==> src/rtl/coa8_pkg.sv <==
package coa8_pkg;

  localparam int ITER_STAGES     = 4;
  localparam int STEPS_PER_STAGE = 2;

  // opcodes
  localparam logic [4:0] OP_ADD       = 5'd0;
  localparam logic [4:0] OP_SUB       = 5'd1;
  localparam logic [4:0] OP_XOR       = 5'd2;
  localparam logic [4:0] OP_AND       = 5'd3;
  localparam logic [4:0] OP_OR        = 5'd4;
  localparam logic [4:0] OP_NOT       = 5'd5;
  localparam logic [4:0] OP_SHL       = 5'd6;
  localparam logic [4:0] OP_RSHIFT    = 5'd7;
  localparam logic [4:0] OP_MUL       = 5'd8;
  localparam logic [4:0] OP_DIV       = 5'd9;
  localparam logic [4:0] OP_MOD       = 5'd10;
  localparam logic [4:0] OP_NEG       = 5'd11;
  localparam logic [4:0] OP_PASS      = 5'd12;
  localparam logic [4:0] OP_ADD_K     = 5'd13;
  localparam logic [4:0] OP_XOR_K     = 5'd14;
  localparam logic [4:0] OP_SUB_K     = 5'd15;
  localparam logic [4:0] OP_CRC8      = 5'd16;
  localparam logic [4:0] OP_DALLAS    = 5'd17;
  localparam logic [4:0] OP_CRC1D     = 5'd18;
  localparam logic [4:0] OP_FLETCHER  = 5'd19;
  localparam logic [4:0] OP_ONES_COMP = 5'd20;
  localparam logic [4:0] OP_TWOS_COMP = 5'd21;
  localparam logic [4:0] OP_ROL       = 5'd22;
  localparam logic [4:0] OP_ROR       = 5'd23;
  localparam logic [4:0] OP_SWAP_NIB  = 5'd24;
  localparam logic [4:0] OP_REV_BITS  = 5'd25;
  localparam logic [4:0] OP_LOOKUP    = 5'd26;
  localparam logic [4:0] OP_CRC_REFL  = 5'd27;
  localparam logic [4:0] OP_VARIANT   = 5'd28;

  // variant selector codes (constant & 3)
  localparam logic [1:0] VAR_SUM3    = 2'd0;
  localparam logic [1:0] VAR_XOR3    = 2'd1;
  localparam logic [1:0] VAR_MULADD  = 2'd2;
  localparam logic [1:0] VAR_DBL_SUM = 2'd3;

  localparam logic [7:0] POLY_CRC8  = 8'h07;
  localparam logic [7:0] POLY_SAE   = 8'h1D;
  localparam logic [7:0] SAE_INIT   = 8'hFF;
  localparam logic [7:0] DALLAS_XOR = 8'h18;
  localparam logic [7:0] DALLAS_MSB = 8'h80;
  localparam logic [7:0] LOOKUP_OFS = 8'h31;

  typedef enum logic [1:0] {
    CRC_MSB07,
    CRC_MSB1D,
    CRC_DALLAS,
    CRC_LSB
  } crc_kind_t;

  typedef struct packed {
    logic [4:0] mode;
    logic [7:0] a;
    logic [7:0] b;
    logic [7:0] c;
    logic [7:0] simple;   // result of the single-cycle ops
    logic [7:0] prod;     // low byte of a*b
    crc_kind_t  kind;
    logic [7:0] crc;
    logic [7:0] d;        // CRC data byte, shifted out LSB first
    logic [7:0] rem;      // divider partial remainder
    logic [7:0] quo;      // dividend in, quotient out
  } pipe_t;

  typedef struct packed {
    logic [7:0] crc;
    logic [7:0] d;
  } crc_st_t;

  typedef struct packed {
    logic [7:0] rem;
    logic [7:0] quo;
  } div_st_t;

  function automatic crc_st_t crc_step(input crc_kind_t kind, input logic [7:0] crc,
                                       input logic [7:0] d, input logic [7:0] poly);
    crc_st_t    s;
    logic [7:0] msb_poly;
    msb_poly = (kind == CRC_MSB1D) ? POLY_SAE : POLY_CRC8;
    s.d = {1'b0, d[7:1]};
    unique case (kind)
      CRC_MSB07, CRC_MSB1D: begin
        s.crc = crc[7] ? ({crc[6:0], 1'b0} ^ msb_poly) : {crc[6:0], 1'b0};
      end
      CRC_DALLAS: begin
        s.crc = (crc[0] ^ d[0]) ? ({1'b0, crc[7:1] ^ DALLAS_XOR[7:1]} | DALLAS_MSB)
                                : {1'b0, crc[7:1]};
      end
      CRC_LSB: begin
        s.crc = (crc[0] ^ d[0]) ? ({1'b0, crc[7:1]} ^ poly) : {1'b0, crc[7:1]};
      end
    endcase
    return s;
  endfunction

  // one restoring division step
  function automatic div_st_t div_step(input logic [7:0] rem, input logic [7:0] quo,
                                       input logic [7:0] dvs);
    div_st_t    s;
    logic [8:0] trial;
    logic [8:0] diff;
    trial = {rem, quo[7]};
    diff  = trial - {1'b0, dvs};
    if (trial >= {1'b0, dvs}) begin
      s.rem = diff[7:0];
      s.quo = {quo[6:0], 1'b1};
    end else begin
      s.rem = trial[7:0];
      s.quo = {quo[6:0], 1'b0};
    end
    return s;
  endfunction

endpackage

==> src/rtl/coa8_front.sv <==
module coa8_front import coa8_pkg::*; (
  input  logic       clk,
  input  logic       rst_n,
  input  logic       in_valid,
  output logic       in_ready,
  input  logic [4:0] mode,
  input  logic [7:0] operand_a,
  input  logic [7:0] operand_b,
  input  logic [7:0] operand_c,
  output logic       out_valid,
  input  logic       out_ready,
  output pipe_t      out_data
);

  logic        valid_r;
  pipe_t       data_r;
  pipe_t       data_nxt;
  logic [7:0]  sum_ab;
  logic [15:0] prod_full;
  logic [15:0] rotl_w;
  logic [15:0] rotr_w;
  logic [7:0]  rev;
  logic [7:0]  ab_x;

  assign in_ready  = !valid_r || out_ready;
  assign out_valid = valid_r;
  assign out_data  = data_r;

  always_comb begin
    sum_ab    = operand_a + operand_b;
    ab_x      = operand_a ^ operand_b;
    prod_full = {8'h00, operand_a} * {8'h00, operand_b};
    rotl_w    = {operand_a, operand_a} << operand_b[2:0];
    rotr_w    = {operand_a, operand_a} >> operand_b[2:0];
    for (int i = 0; i < 8; i++) begin
      rev[i] = operand_a[7 - i];
    end

    data_nxt.mode = mode;
    data_nxt.a    = operand_a;
    data_nxt.b    = operand_b;
    data_nxt.c    = operand_c;
    data_nxt.prod = prod_full[7:0];
    data_nxt.rem  = 8'h00;
    data_nxt.quo  = operand_a;

    unique case (mode)
      OP_DALLAS: begin
        data_nxt.kind = CRC_DALLAS;
        data_nxt.crc  = 8'h00;
        data_nxt.d    = ab_x;
      end
      OP_CRC1D: begin
        data_nxt.kind = CRC_MSB1D;
        data_nxt.crc  = SAE_INIT ^ ab_x;
        data_nxt.d    = ab_x;
      end
      OP_CRC_REFL: begin
        data_nxt.kind = CRC_LSB;
        data_nxt.crc  = operand_a;
        data_nxt.d    = operand_b;
      end
      default: begin
        data_nxt.kind = CRC_MSB07;
        data_nxt.crc  = ab_x;
        data_nxt.d    = ab_x;
      end
    endcase

    unique case (mode)
      OP_ADD:       data_nxt.simple = sum_ab;
      OP_SUB:       data_nxt.simple = operand_a - operand_b;
      OP_XOR:       data_nxt.simple = ab_x;
      OP_AND:       data_nxt.simple = operand_a & operand_b;
      OP_OR:        data_nxt.simple = operand_a | operand_b;
      OP_NOT:       data_nxt.simple = ~operand_a;
      OP_SHL:       data_nxt.simple = operand_a << operand_b[2:0];
      OP_RSHIFT:    data_nxt.simple = operand_a >> operand_b[2:0];
      OP_NEG:       data_nxt.simple = 8'h00 - operand_a;
      OP_PASS:      data_nxt.simple = operand_a;
      OP_ADD_K:     data_nxt.simple = operand_a + operand_c;
      OP_XOR_K:     data_nxt.simple = operand_a ^ operand_c;
      OP_SUB_K:     data_nxt.simple = operand_a - operand_c;
      OP_FLETCHER:  data_nxt.simple = sum_ab + operand_b;
      OP_ONES_COMP: data_nxt.simple = ~sum_ab;
      OP_TWOS_COMP: data_nxt.simple = 8'h00 - sum_ab;
      OP_ROL:       data_nxt.simple = rotl_w[15:8];
      OP_ROR:       data_nxt.simple = rotr_w[7:0];
      OP_SWAP_NIB:  data_nxt.simple = {operand_a[3:0], operand_a[7:4]};
      OP_REV_BITS:  data_nxt.simple = rev;
      OP_LOOKUP:    data_nxt.simple = operand_a + LOOKUP_OFS;
      OP_VARIANT: begin
        unique case (operand_c[1:0])
          VAR_SUM3:    data_nxt.simple = sum_ab + operand_c;
          VAR_XOR3:    data_nxt.simple = ab_x ^ operand_c;
          VAR_MULADD:  data_nxt.simple = 8'h00;  // finished after the product register
          VAR_DBL_SUM: data_nxt.simple = {operand_a[6:0], 1'b0} + operand_b + operand_c;
        endcase
      end
      default:      data_nxt.simple = 8'h00;  // multi-cycle ops and unused codes
    endcase
  end

  always_ff @(posedge clk) begin
    if (!rst_n) begin
      valid_r <= 1'b0;
    end else if (in_ready) begin
      valid_r <= in_valid;
    end
  end

  always_ff @(posedge clk) begin
    if (in_valid && in_ready) begin
      data_r <= data_nxt;
    end
  end

endmodule

==> src/rtl/coa8_stage.sv <==
module coa8_stage import coa8_pkg::*; (
  input  logic  clk,
  input  logic  rst_n,
  input  logic  in_valid,
  output logic  in_ready,
  input  pipe_t in_data,
  output logic  out_valid,
  input  logic  out_ready,
  output pipe_t out_data
);

  logic  valid_r;
  pipe_t data_r;
  pipe_t data_nxt;

  assign in_ready  = !valid_r || out_ready;
  assign out_valid = valid_r;
  assign out_data  = data_r;

  // a slice of the bit-serial CRC and divider loops
  always_comb begin
    crc_st_t cs;
    div_st_t ds;
    data_nxt = in_data;
    for (int i = 0; i < STEPS_PER_STAGE; i++) begin
      cs = crc_step(data_nxt.kind, data_nxt.crc, data_nxt.d, data_nxt.c);
      ds = div_step(data_nxt.rem, data_nxt.quo, data_nxt.b);
      data_nxt.crc = cs.crc;
      data_nxt.d   = cs.d;
      data_nxt.rem = ds.rem;
      data_nxt.quo = ds.quo;
    end
  end

  always_ff @(posedge clk) begin
    if (!rst_n) begin
      valid_r <= 1'b0;
    end else if (in_ready) begin
      valid_r <= in_valid;
    end
  end

  always_ff @(posedge clk) begin
    if (in_valid && in_ready) begin
      data_r <= data_nxt;
    end
  end

endmodule

==> src/rtl/coa8_back.sv <==
module coa8_back import coa8_pkg::*; (
  input  logic       clk,
  input  logic       rst_n,
  input  logic       in_valid,
  output logic       in_ready,
  input  pipe_t      in_data,
  output logic       out_valid,
  input  logic       out_ready,
  output logic [7:0] result_byte
);

  logic       valid_r;
  logic [7:0] result_r;
  logic [7:0] result_nxt;
  logic       b_zero;

  assign in_ready    = !valid_r || out_ready;
  assign out_valid   = valid_r;
  assign result_byte = result_r;
  assign b_zero      = (in_data.b == 8'h00);

  always_comb begin
    unique case (in_data.mode)
      OP_MUL:      result_nxt = b_zero ? in_data.a : in_data.prod;
      OP_DIV:      result_nxt = b_zero ? 8'h00 : in_data.quo;
      OP_MOD:      result_nxt = b_zero ? 8'h00 : in_data.rem;
      OP_CRC8, OP_DALLAS, OP_CRC1D, OP_CRC_REFL: begin
        result_nxt = in_data.crc;
      end
      OP_VARIANT: begin
        result_nxt = (in_data.c[1:0] == VAR_MULADD) ? in_data.prod + in_data.c
                                                    : in_data.simple;
      end
      default:     result_nxt = in_data.simple;
    endcase
  end

  always_ff @(posedge clk) begin
    if (!rst_n) begin
      valid_r <= 1'b0;
    end else if (in_ready) begin
      valid_r <= in_valid;
    end
  end

  always_ff @(posedge clk) begin
    if (in_valid && in_ready) begin
      result_r <= result_nxt;
    end
  end

endmodule

==> src/rtl/checksum_op_alu8_core.sv <==
// 8-bit checksum-step ALU, 29 opcodes.
// Input stream: one transfer carries opcode and three operand bytes in
// in_tdata; the result stream carries one byte per accepted input, in order.
// Pipeline: input decode and single-cycle ops (product register here), four
// stages of two bit steps each for the CRC loops and the restoring divider,
// then the result select and output register. Six register stages in all.
// Throughput is one item per cycle while out_tready is high: every stage
// takes a new item each cycle unless stalled, the eight-step CRC and divide
// loops being sliced two steps per stage.
// Each stage has its own valid bit and holds while the stage behind it is
// full and stalled, so bubbles are squeezed out while the receiver stalls and
// in_tready stays high until every stage holds an item. With out_tready high
// in_tready is always high.
// Reset (rst_n low, synchronous) empties all stages; no transfer is offered
// on the result side until a new input is taken.
module checksum_op_alu8_core import coa8_pkg::*; (
  input  logic        clk,
  input  logic        rst_n,
  input  logic        in_tvalid,
  output logic        in_tready,
  input  logic [31:0] in_tdata,   // mode[4:0], operand_a[12:5], operand_b[20:13],
                                  // constant_operand[28:21], zero[31:29]
  output logic        out_tvalid,
  input  logic        out_tready,
  output logic [7:0]  out_tdata   // result_byte[7:0]
);

  logic  s_valid [ITER_STAGES + 1];
  logic  s_ready [ITER_STAGES + 1];
  pipe_t s_data  [ITER_STAGES + 1];

  coa8_front u_front (
    .clk       (clk),
    .rst_n     (rst_n),
    .in_valid  (in_tvalid),
    .in_ready  (in_tready),
    .mode      (in_tdata[4:0]),
    .operand_a (in_tdata[12:5]),
    .operand_b (in_tdata[20:13]),
    .operand_c (in_tdata[28:21]),
    .out_valid (s_valid[0]),
    .out_ready (s_ready[0]),
    .out_data  (s_data[0])
  );

  for (genvar g = 0; g < ITER_STAGES; g++) begin : g_iter
    coa8_stage u_stage (
      .clk       (clk),
      .rst_n     (rst_n),
      .in_valid  (s_valid[g]),
      .in_ready  (s_ready[g]),
      .in_data   (s_data[g]),
      .out_valid (s_valid[g + 1]),
      .out_ready (s_ready[g + 1]),
      .out_data  (s_data[g + 1])
    );
  end

  coa8_back u_back (
    .clk         (clk),
    .rst_n       (rst_n),
    .in_valid    (s_valid[ITER_STAGES]),
    .in_ready    (s_ready[ITER_STAGES]),
    .in_data     (s_data[ITER_STAGES]),
    .out_valid   (out_tvalid),
    .out_ready   (out_tready),
    .result_byte (out_tdata)
  );

  // a free result side means nothing upstream may stall
  a_ready_chain: assert property (@(posedge clk) out_tready |-> in_tready)
    else $error("in_tready low while out_tready high");

  a_reset_empty: assert property (@(posedge clk) !rst_n |=> !out_tvalid)
    else $error("result offered straight after reset");

  // last iteration stage must hold its item while the select stage is blocked
  a_stage_hold: assert property (@(posedge clk) disable iff (!rst_n)
      s_valid[ITER_STAGES] && !s_ready[ITER_STAGES]
      |=> s_valid[ITER_STAGES] && $stable(s_data[ITER_STAGES]))
    else $error("last iteration stage lost its item under stall");

  a_front_hold: assert property (@(posedge clk) disable iff (!rst_n)
      s_valid[0] && !s_ready[0] |=> s_valid[0] && $stable(s_data[0]))
    else $error("decode stage lost its item under stall");

endmodule
==> config.mk <==
export PLATFORM = sky130hd
export DESIGN_NAME = checksum_op_alu8_core
export DESIGN_NICKNAME = d
export VERILOG_FILES = /design/src/rtl/coa8_pkg.sv /design/src/rtl/coa8_front.sv /design/src/rtl/coa8_stage.sv /design/src/rtl/coa8_back.sv /design/src/rtl/checksum_op_alu8_core.sv
export SDC_FILE = /design/constraint.sdc
export NUM_CORES = 1
export LEC_CHECK = 0
export ABC_CLOCK_PERIOD_IN_PS = 7800
export BUFFER_PORTS_ARGS = -buffer_cell sky130_fd_sc_hd__buf_2
export CORE_MARGIN = 2
export CORE_UTILIZATION = 60
export DETAILED_ROUTE_END_ITERATION = 8
export PLACE_DENSITY = 0.77
export SETUP_SLACK_MARGIN = 0.3
export SYNTH_ARGS = -nofsm -noshare
export SYNTH_HDL_FRONTEND = slang
export SYNTH_SLANG_ARGS = --single-unit
==> constraint.sdc <==
create_clock -name clk -period 7.8 [get_ports clk]
set_input_delay 0 -clock clk [delete_from_list [all_inputs] [get_ports clk]]
set_output_delay 0 -clock clk [all_outputs]
set_load 0.03 [all_outputs]
# Word-level counts from Yosys, hierarchy flattened
# Index checks and enable logic that the tools add are counted.
# W data, S select, Z words.
[op_classes] add_sub_neg=20 bitwise_logic=40 n_mux=52 shifts=4 magnitude_cmp=8 n_mul=1 n_reduce_logical=30 eq_ne=48
[ops] cell="$mux W8" n=28
[ops] cell="$pmux W8 S3" n=8
[ops] cell="$pmux W8 S22" n=1
[ops] cell="$mux W16" n=8
[ops] cell="$eq A5 B5 Y1 const B" n=17
[ops] cell="$xor A8 B8 Y8" n=10
[ops] cell="$sub A8 B8 Y8" n=9
[ops] cell="$xor A7 B8 Y8" n=8
[ops] cell="$ge A9 B8 Y1" n=7
[ops] cell="$add A8 B8 Y8" n=7
[ops] cell="$pmux W18 S3" n=1
[ops] cell="$eq A5 B4 Y1 const B" n=8
[ops] cell="$pmux W8 S5" n=1
[ops] cell="$pmux W8 S4" n=1
[ops] cell="$not A8 Y8" n=3
[ops] cell="$eq A2 B2 Y1 const B" n=11
[ops] cell="$eq A5 B3 Y1 const B" n=4
[ops] cell="$mux W5" n=4
[ops] cell="$not A2 Y2" n=8
[ops] cell="$shl A16 B3 Y16" n=1
[ops] cell="$shr A16 B3 Y8" n=1
[ops] cell="$sub A1 B8 Y8 const A" n=2
[ops] cell="$eq A2 B1 Y1 const B" n=5
[ops] cell="$eq A5 B2 Y1 const B" n=2
[ops] cell="19 further kinds" n=48
[totals] output_inout_bits=10 regBits=371 elab_cells=261 inputBits=36

# Longest topological paths before layout
# Gate-level depths: netlist of the first run.
[depth] depth_word=8 depth_mapped=20 mapped_depth_nobuf=18

# Hierarchy
# From an unflattened synthesis of the first run, not the netlist that was laid out.
[hier_totals] cells_unflattened=2165 hier_area_um2=24086.9
[by_module_without_submodules] module="coa8_stage (g_iter[1].u_stage ...)" seq_area_each_um2=2332.2 instances=3 area_per_inst_um2=3857.4 cells_each=293
[by_module_without_submodules] module="coa8_front" seq_area_each_um2=1911.8 instances=1 area_per_inst_um2=7427.1 cells_each=837
[by_module_without_submodules] module="coa8_stage (g_iter[0].u_stage)" seq_area_each_um2=2332.2 instances=1 area_per_inst_um2=3774.9 cells_each=284
[by_module_without_submodules] module="coa8_back" seq_area_each_um2=260.2 instances=1 area_per_inst_um2=1312.5 cells_each=165

# Worst setup path after synthesis of the first run
# No wires, ideal clock.
[synth_timing] path_kind="register to register" from="reg u_back.valid_r (netlist: u_back.out_valid)" to="reg g_iter[0].u_stage.data_r, in the netlist g_iter[0].u_stage.out_data[0] (enable)" synth_period_minus_slack_ps=6813 path_slack_ps=987 path_buffers=0 setup_ps=608 path_stages_with_launch=5 arrival_time_ps=6205 required_ps=7192 cell_sequence="dfxtp_1 -> nor2b_1 -> and3_1 -> and2_0 -> a21boi_0"
[synth_between] elab_chain_len=7
[synth_rtl] element="start, declared" line="coa8_back.sv:12" text="logic valid_r;"
[synth_rtl] element="start signal, assigned" line="coa8_back.sv:42" text="valid_r <= in_valid;"
[synth_rtl] element="$logic_not A1 Y1" line="coa8_back.sv:17" text="assign in_ready = !valid_r || out_ready;"
[synth_rtl] element="$logic_or A1 B1 Y1" line="coa8_back.sv:17"
[synth_rtl] element="$logic_or A1 B1 Y1 (4 in series)" line="coa8_stage.sv:16" text="assign in_ready = !valid_r || out_ready;"
[synth_rtl] element="$logic_and A1 B1 Y1" line="coa8_stage.sv:44" text="if (in_valid && in_ready) begin"
[synth_rtl] element="end signal, assigned" line="coa8_stage.sv:45" text="data_r <= data_nxt;"
[synth_rtl] element="end, declared" line="coa8_stage.sv:13" text="pipe_t data_r;"
# No other way between the ends.
# A chain may end at the register's enable or synchronous reset.

==> results of run 1 <==
## area by class of cell
| type | instances | share of cell area, % |
|---|---|---|
| Inverter | 138 | 2.150 |
| Sequential cell | 359 | 44.50 |
| Timing Repair Buffer | 82 | 2.389 |
| Clock buffer | 43 | 3.936 |
| Multi-Input combinational cell | 1416 | 43.69 |
| Tap cell | 468 | 2.430 |
| Clock inverter | 23 | 0.9140 |
## state kept, by name, summed over array words and instances (netlist names)
signal and cells:
u_back.result_byte 8, g_iter.u_stage.out_data 282, u_front.out_data 63, u_front.out_valid 1, u_back.out_valid 1, g_iter.u_stage.out_valid 4
## placed cells by master (no fill, tap or decap), types with 8 or more instances in the layout
master,synthesis,routed
o21bai_1,9,9
nor3_1,34,34
buf_4,2,12
inv_1,137,137
nand2b_1,18,18
or3_1,12,12
a21oi_1,133,133
clkbuf_16,0,37
a221o_1,11,11
mux2_2,52,52
mux2i_1,43,43
nor4_1,12,12
fa_1,30,30
nor2_1,154,154
or2_2,8,8
a221oi_1,23,23
a211oi_1,10,10
nor2b_1,33,31
buf_2,11,42
o22ai_1,12,12
o21ai_0,82,82
xor2_1,54,54
a31oi_1,28,27
o21a_1,12,12
nand3_1,39,39
a21o_1,23,23
nand4_1,36,36
ha_1,139,139
and3_1,28,28
xnor2_1,95,95
dlygate4sd3_1,0,27
nand2_1,138,138
edfxtp_1,353,353
## power groups by stage
stage,clock [mW],sequential [mW],combinational (mW)
floorplan,0,2.27,0.586
global placement,0,2.29,0.745
detailed placement,0,2.29,0.766
CTS,1.72,2.25,0.784
global route,1.79,2.26,0.869
finish,1.69,2.25,0.795
## worst max-delay path by stage
stage,from,end,depth (start not counted)
4_1_cts,g_iter[0].u_stage.out_data[59],g_iter[1].u_stage.out_data[10],18
3_3_place_gp,g_iter[0].u_stage.out_data[59],g_iter[1].u_stage.out_data[10],18
3_5_place_dp,g_iter[0].u_stage.out_data[59],g_iter[1].u_stage.out_data[10],18
5_1_grt,g_iter[0].u_stage.out_data[59],g_iter[1].u_stage.out_data[10],18
6_report,g_iter[0].u_stage.out_data[59],g_iter[1].u_stage.out_data[10],18
2_1_floorplan,u_back.out_valid,g_iter[0].u_stage.out_data[0],4
## critical path, cell delays in order (launching register included)
cell and delay, ns:
edfxtp_1 0.38, inv_1 0.19, ha_1 0.29, nor2b_1 0.14
o21ai_1 0.20, a21boi_2 0.11, o31ai_2 0.30, a211oi_1 0.20
nor2_1 0.54, mux2i_1 0.43, ha_1 0.32, nor2b_1 0.14
o21ai_0 0.22, a21oi_1 0.13, o21ai_0 0.20, a21oi_1 0.12
o21bai_1 0.20, a221oi_4 0.50, mux2_2 0.41
## metal layers
metal,wire [um],share of wire (%)
met1,23220,44
met2,25150,47
met3,2982,5.6
met4,1837,3.5
met5,0,0
## kinds of logic (layout without fill, tap and decap cells)
logic type / after synthesis / after routing / synth area share (%)
compound gates: 447 / 447 / 13.49
fa+ha+maj: 169 / 169 / 10.59
simple gates: 543 / 543 / 11.85
mux: 102 / 102 / 5.075
xor+xnor: 155 / 155 / 6.406
buf+inv: 221 / 286 / 4.061
flops: 359 / 359 / 48.53
==> run metrics, run 1 <==
Worst VDD drop=0.1422 mV; Slew headroom=25.69%; diode count=0; Layout Nets=2239; worst hold endpoint=u_front.out_data[71]; dpl ws=2.594 ns; critical path type=flip-flop to flip-flop; Hold WC Path Type=input port to flip-flop; startpoint types=flip-flop; Critical Path RT=8.07 ns; die area=38370 um^2; Post-synth EDFFs=353; GR Util met1=38.81%; Area contributors post-synth=edfxtp_1 (48%), ha_1 (7.9%), xnor2_1 (3.8%); synthesized cell area=22090 um^2; Worst EP arrival=5.56 ns; die height=195.9 um; Setup crit end kind=flip-flop; clk_skew=0.01478 ns; sequential share of the synthesized area=48.53%; cell count after synthesis=1996; largest net degree at the start of global routing=72; Tot Pwr=4.740 mW; CTS buffer count=37; Synth cell types=89; # rows=70; Fin Hold WS=0.04878 ns; maxcap violations=0; DR DRC count=0; vias in the first global route=15220; antenna viol nets, final=0; initial DRC count=1316; worst setup margin=2.509 ns; Setup Fix Bufs, Post-CTS=0; Routability Congestion=1.013; hpwl dp=38050 um; yosys synthesis warning count=0; final core utilization=66.13%; asr flop ratio synth=0%; RSZ-0062 raised after global routing=no; Sequential Area=10720 um^2; Post-Syn Nets=2201; FF-to-FF End=g_iter[1].u_stage.out_data[10]; Clk pwr share=35.7%; #FFs+latches synth=359; Pre-Repair DR Iteration Count=8; Yosys top cell by area=edfxtp_1; Static Leak=9.269 nW; area added between synthesis and finish=9.068%; Placed Area=22650 um^2; combinational share of power=16.8%; via total after detailed routing=15640; Clock transition at path regs=0.06 ns; clk root buf=clkbuf_16; # IOs=46; Final Cell Area=24090 um^2; port bufs=42; Worst-Margin Slew=1.111 ns; fillers=2671; clk_lat worst skew=0.52 ns; hold path depth=1; Placed Cells=2435; path depth of the worst reg2reg path=18; Post-synth top cells=edfxtp_1 (353), nor2_1 (154), ha_1 (139); Setup TNS=0 ns; final wirelength=53190 um; Resized cells post-CTS=0; hold_buf cts=27; DR WL/cell=21.03 um; final std cells w/o fill=2529; Vias/cell=6.186; first-pass GRT wire length=83680 um; initial antenna violation count=0; Starting Density=60.63%; share of cells above drive strength 1=10.38%; fin crit share=67.84%; total grt overflow=0; global route hottest layer=met2; internal power=3.520 mW; Flop pwr share=47.5%; reg2reg start=g_iter[0].u_stage.out_data[59]; most frequent cell after synthesis=edfxtp_1; met2 global-route usage=46.65%; R2R Setup Slk=2.51 ns; met3 usage=2.682%; syn_area_per_cell=11.07 um^2; hold path startpoint=in_tdata[10]; CTS Buffer Depth=3; PwrDens=196.7 nW/um^2; Top FF cell, synth=edfxtp_1; area of the core=36430 um^2; run status=finished clean; final number of hold-violating endpoints=0; Yosys top cell area share=47.99%; All-Layer GR Usage=28.09%; CTS tree=done; crit path max fanout=9; f_max=0.1890 GHz; die width=195.9 um; Net Sw Frac=25.74%; Max Slew Vio Count=0; H-tree depth=2; Net Switching=1.220 mW; final setup vio count=0; CTS Sinks=359; fin crit period=5.291 ns; multi-input logic area=10530 um^2
Note: power is estimated with default switching activity, not from simulation.
==> run 2: changes to the inputs <==
--- a/config.mk
+++ b/config.mk
@@ -5,12 +5,12 @@
 export SDC_FILE = /design/constraint.sdc
 export NUM_CORES = 1
 export LEC_CHECK = 0
-export ABC_CLOCK_PERIOD_IN_PS = 7800
+export ABC_CLOCK_PERIOD_IN_PS = 4300
 export BUFFER_PORTS_ARGS = -buffer_cell sky130_fd_sc_hd__buf_2
 export CORE_MARGIN = 2
-export CORE_UTILIZATION = 60
+export CORE_UTILIZATION = 58
 export DETAILED_ROUTE_END_ITERATION = 8
-export PLACE_DENSITY = 0.77
+export PLACE_DENSITY = 0.78
 export SETUP_SLACK_MARGIN = 0.3
 export SYNTH_ARGS = -nofsm -noshare
 export SYNTH_HDL_FRONTEND = slang
==> constraint.sdc (replaced) <==
create_clock -name clk -period 4.3 [get_ports clk]
set_input_delay 0 -clock clk [delete_from_list [all_inputs] [get_ports clk]]
set_output_delay 0 -clock clk [all_outputs]
set_load 0.03 [all_outputs]
==> run 2 against run 1 <==
Against the previous run: non-clock buffer count rose by 107; clock skew grew 0.0097 ns; worst setup slack worse by 2.4 ns; wire length is 10% higher; total power up 86%; cell count increased by 6.1%; clock-buffer cell count is 1 higher; combinational power increased by 100%; critical path depth is 1 higher; first-iteration DRC count up 0.15%; flip-flop and latch count did not move; register-to-register slack worse by 2.4 ns; critical path type unchanged; critical endpoint is now g_iter[3].u_stage.out_data[11]; largest cell class is now multi-input combinational cells.
==> run metrics, run 2 (same netlist as run 1, synthesis figures left out) <==
share of cells above drive strength 1=18.09%; DR WL/cell=21.85 um; Setup crit end kind=flip-flop; CTS tree=done; Sequential Area=10720 um^2; Vias/cell=6.124; startpoint types=flip-flop; CTS Buffer Depth=3; reg2reg start=g_iter[2].u_stage.out_data[59]; maxcap violations=0; die height=199.2 um; first-pass GRT wire length=88840 um; FF-to-FF End=g_iter[3].u_stage.out_data[11]; Clock transition at path regs=0.06 ns; Max Slew Vio Count=0; Worst Setup SP=g_iter[2].u_stage.out_data[59]; antenna viol nets, final=0; port bufs=42; most common cell after layout, fill and taps aside=edfxtp_1; area added between synthesis and finish=15.73%; H-tree depth=2; fin crit share=96.51%; final wirelength=58630 um; Worst-Margin Slew=1.064 ns; clk_lat worst skew=0.55 ns; area of the core=37580 um^2; fin crit period=4.150 ns; CTS buffer count=38; final std cells w/o fill=2684; RSZ-0062 raised after global routing=yes; die area=39660 um^2; Layout Nets=2348; final number of hold-violating endpoints=0; initial DRC count=1318; die width=199.2 um; max reg flops=282; initial antenna violation count=0; clk_skew=0.02444 ns; # rows=71; hold path startpoint=in_tdata[3]; All-Layer GR Usage=29.49%; Pre-Repair DR Iteration Count=6; Critical Path RT=4.59 ns; run status=finished clean; fillers=2708; Hold WC Path Type=input port to flip-flop; final setup vio count=0; # IOs=46; Tot Pwr=8.811 mW; Placed Cells=2538; Worst VDD drop=0.2374 mV; R2R Setup Slk=0.15 ns; via total after detailed routing=16440; Slew headroom=28.79%; total grt overflow=0; CP Capture Point=g_iter[3].u_stage.out_data[11]; CTS Sinks=359; f_max=0.2410 GHz; DR DRC count=0; vias in the first global route=15860; diode count=0; Static Leak=9.943 nW; most frequent cells in the layout=edfxtp_1 (353), nor2_1 (150), nand2_1 (137); Routability Congestion=1.004; multi-input logic area=11070 um^2; Worst EP arrival=4.44 ns; hpwl dp=41480 um; PwrDens=344.7 nW/um^2; clk root buf=clkbuf_16; crit path max fanout=8; path depth of the worst reg2reg path=19; critical path type=flip-flop to flip-flop; Starting Density=58.79%; largest net degree at the start of global routing=72
==> run 2: changes by cell type in the layout (fill, tap and decap cells not counted), moves of 4 or more <==
cell | before | now
a21oi_2 | 3 | 10
o21ai_2 | 1 | 13
o21ai_0 | 82 | 71
inv_2 | 1 | 9
ha_1 | 139 | 124
ha_4 | 0 | 14
inv_1 | 137 | 129
nor2_1 | 154 | 150
buf_4 | 12 | 112
a21oi_1 | 133 | 125
mux2_2 | 52 | 36
nor2b_1 | 31 | 25
mux2_4 | 7 | 23
nor2b_4 | 2 | 8
==> run 2: through the flow <==
step | cell area, um^2 | TNS (ns) | hold WS [ns] | util [%] | worst slack, ns
after floorplan | 22280 | -7.731 | 0.09887 | - | -0.1120
after global placement | 23350 | 0 | 0.3177 | 62.13 | 0.06100
after detailed placement | 23350 | -0.9145 | 0.3338 | 62.13 | -0.07660
after CTS | 25100 | 0 | 0.01620 | 66.81 | 0.09402
after global routing | 25560 | -0.3780 | 0.03806 | 68.03 | -0.06517
final | 25560 | 0 | 0.06229 | 68.03 | 0.1501
==> run 2: report_power, final <==
part	total, mW	internal [mW]	leakage, nW	switching, mW
logic	1.60	0.706	6.02	0.899
clock network	3.12	1.77	0.570	1.35
registers	4.09	4.00	3.36	0.0842
total	8.81	6.48	9.94	2.33
==> run 2: timing repair <==
item | CTS | global route
hold buffers | 30 | 0
buffers inserted | 20 | 25
endpoints found under the setup margin | 30 | 36
gates cloned | 1 | 0
gates resized for setup | 27 | 60
endpoints found under the hold margin | 32 | 0
pin swaps | 30 | 32
==> run 2: worst max-delay path, cell delays in order (launching register included) <==
cell and delay [ns]:
edfxtp_1 0.41, inv_2 0.10, ha_4 0.21, nor2b_4 0.12, o21ai_2 0.15, a21boi_2 0.08
o31a_1 0.25, o211ai_1 0.15, and3_1 0.22, buf_12 0.13, mux2i_4 0.26, ha_4 0.23
nor2b_4 0.12, o21ai_2 0.15, a21boi_2 0.09, o21ai_2 0.17, a21oi_2 0.09, o21a_1 0.17
a311o_2 0.47, mux2_4 0.33
==> run 2: worst min path at each step <==
stage | to | slack [ns] | depth (start not counted)
6_report | u_front.out_data[77] | 0.06 | 2
5_1_grt | u_front.out_data[77] | 0.04 | 2
4_1_cts | u_front.out_data[77] | 0.02 | 2
3_5_place_dp | u_front.out_valid | 0.33 | 3
3_3_place_gp | u_front.out_valid | 0.32 | 3
2_1_floorplan | u_front.out_data[50] | 0.1 | 0
==> run 2: metal layers <==
layer  vias up  global-route usage (%)  routed length (um)
li1       7639                       -                   -
met5         -                       0                   0
met3       178                   4.405                4131
met4         0                   12.77                2881
met1      7892                   38.57               23860
met2       729                   49.06               27760
==> run 2: final cells by class <==
| class | instances | share of cell area [%] |
|---|---|---|
| timing repair buffer | 189 | 5.584 |
| clock inverter | 26 | 0.8565 |
| clock buffer | 44 | 3.808 |
| inverter | 138 | 2.026 |
| tap | 511 | 2.501 |
| multi-input combinational | 1417 | 43.29 |
| sequential | 359 | 41.93 |
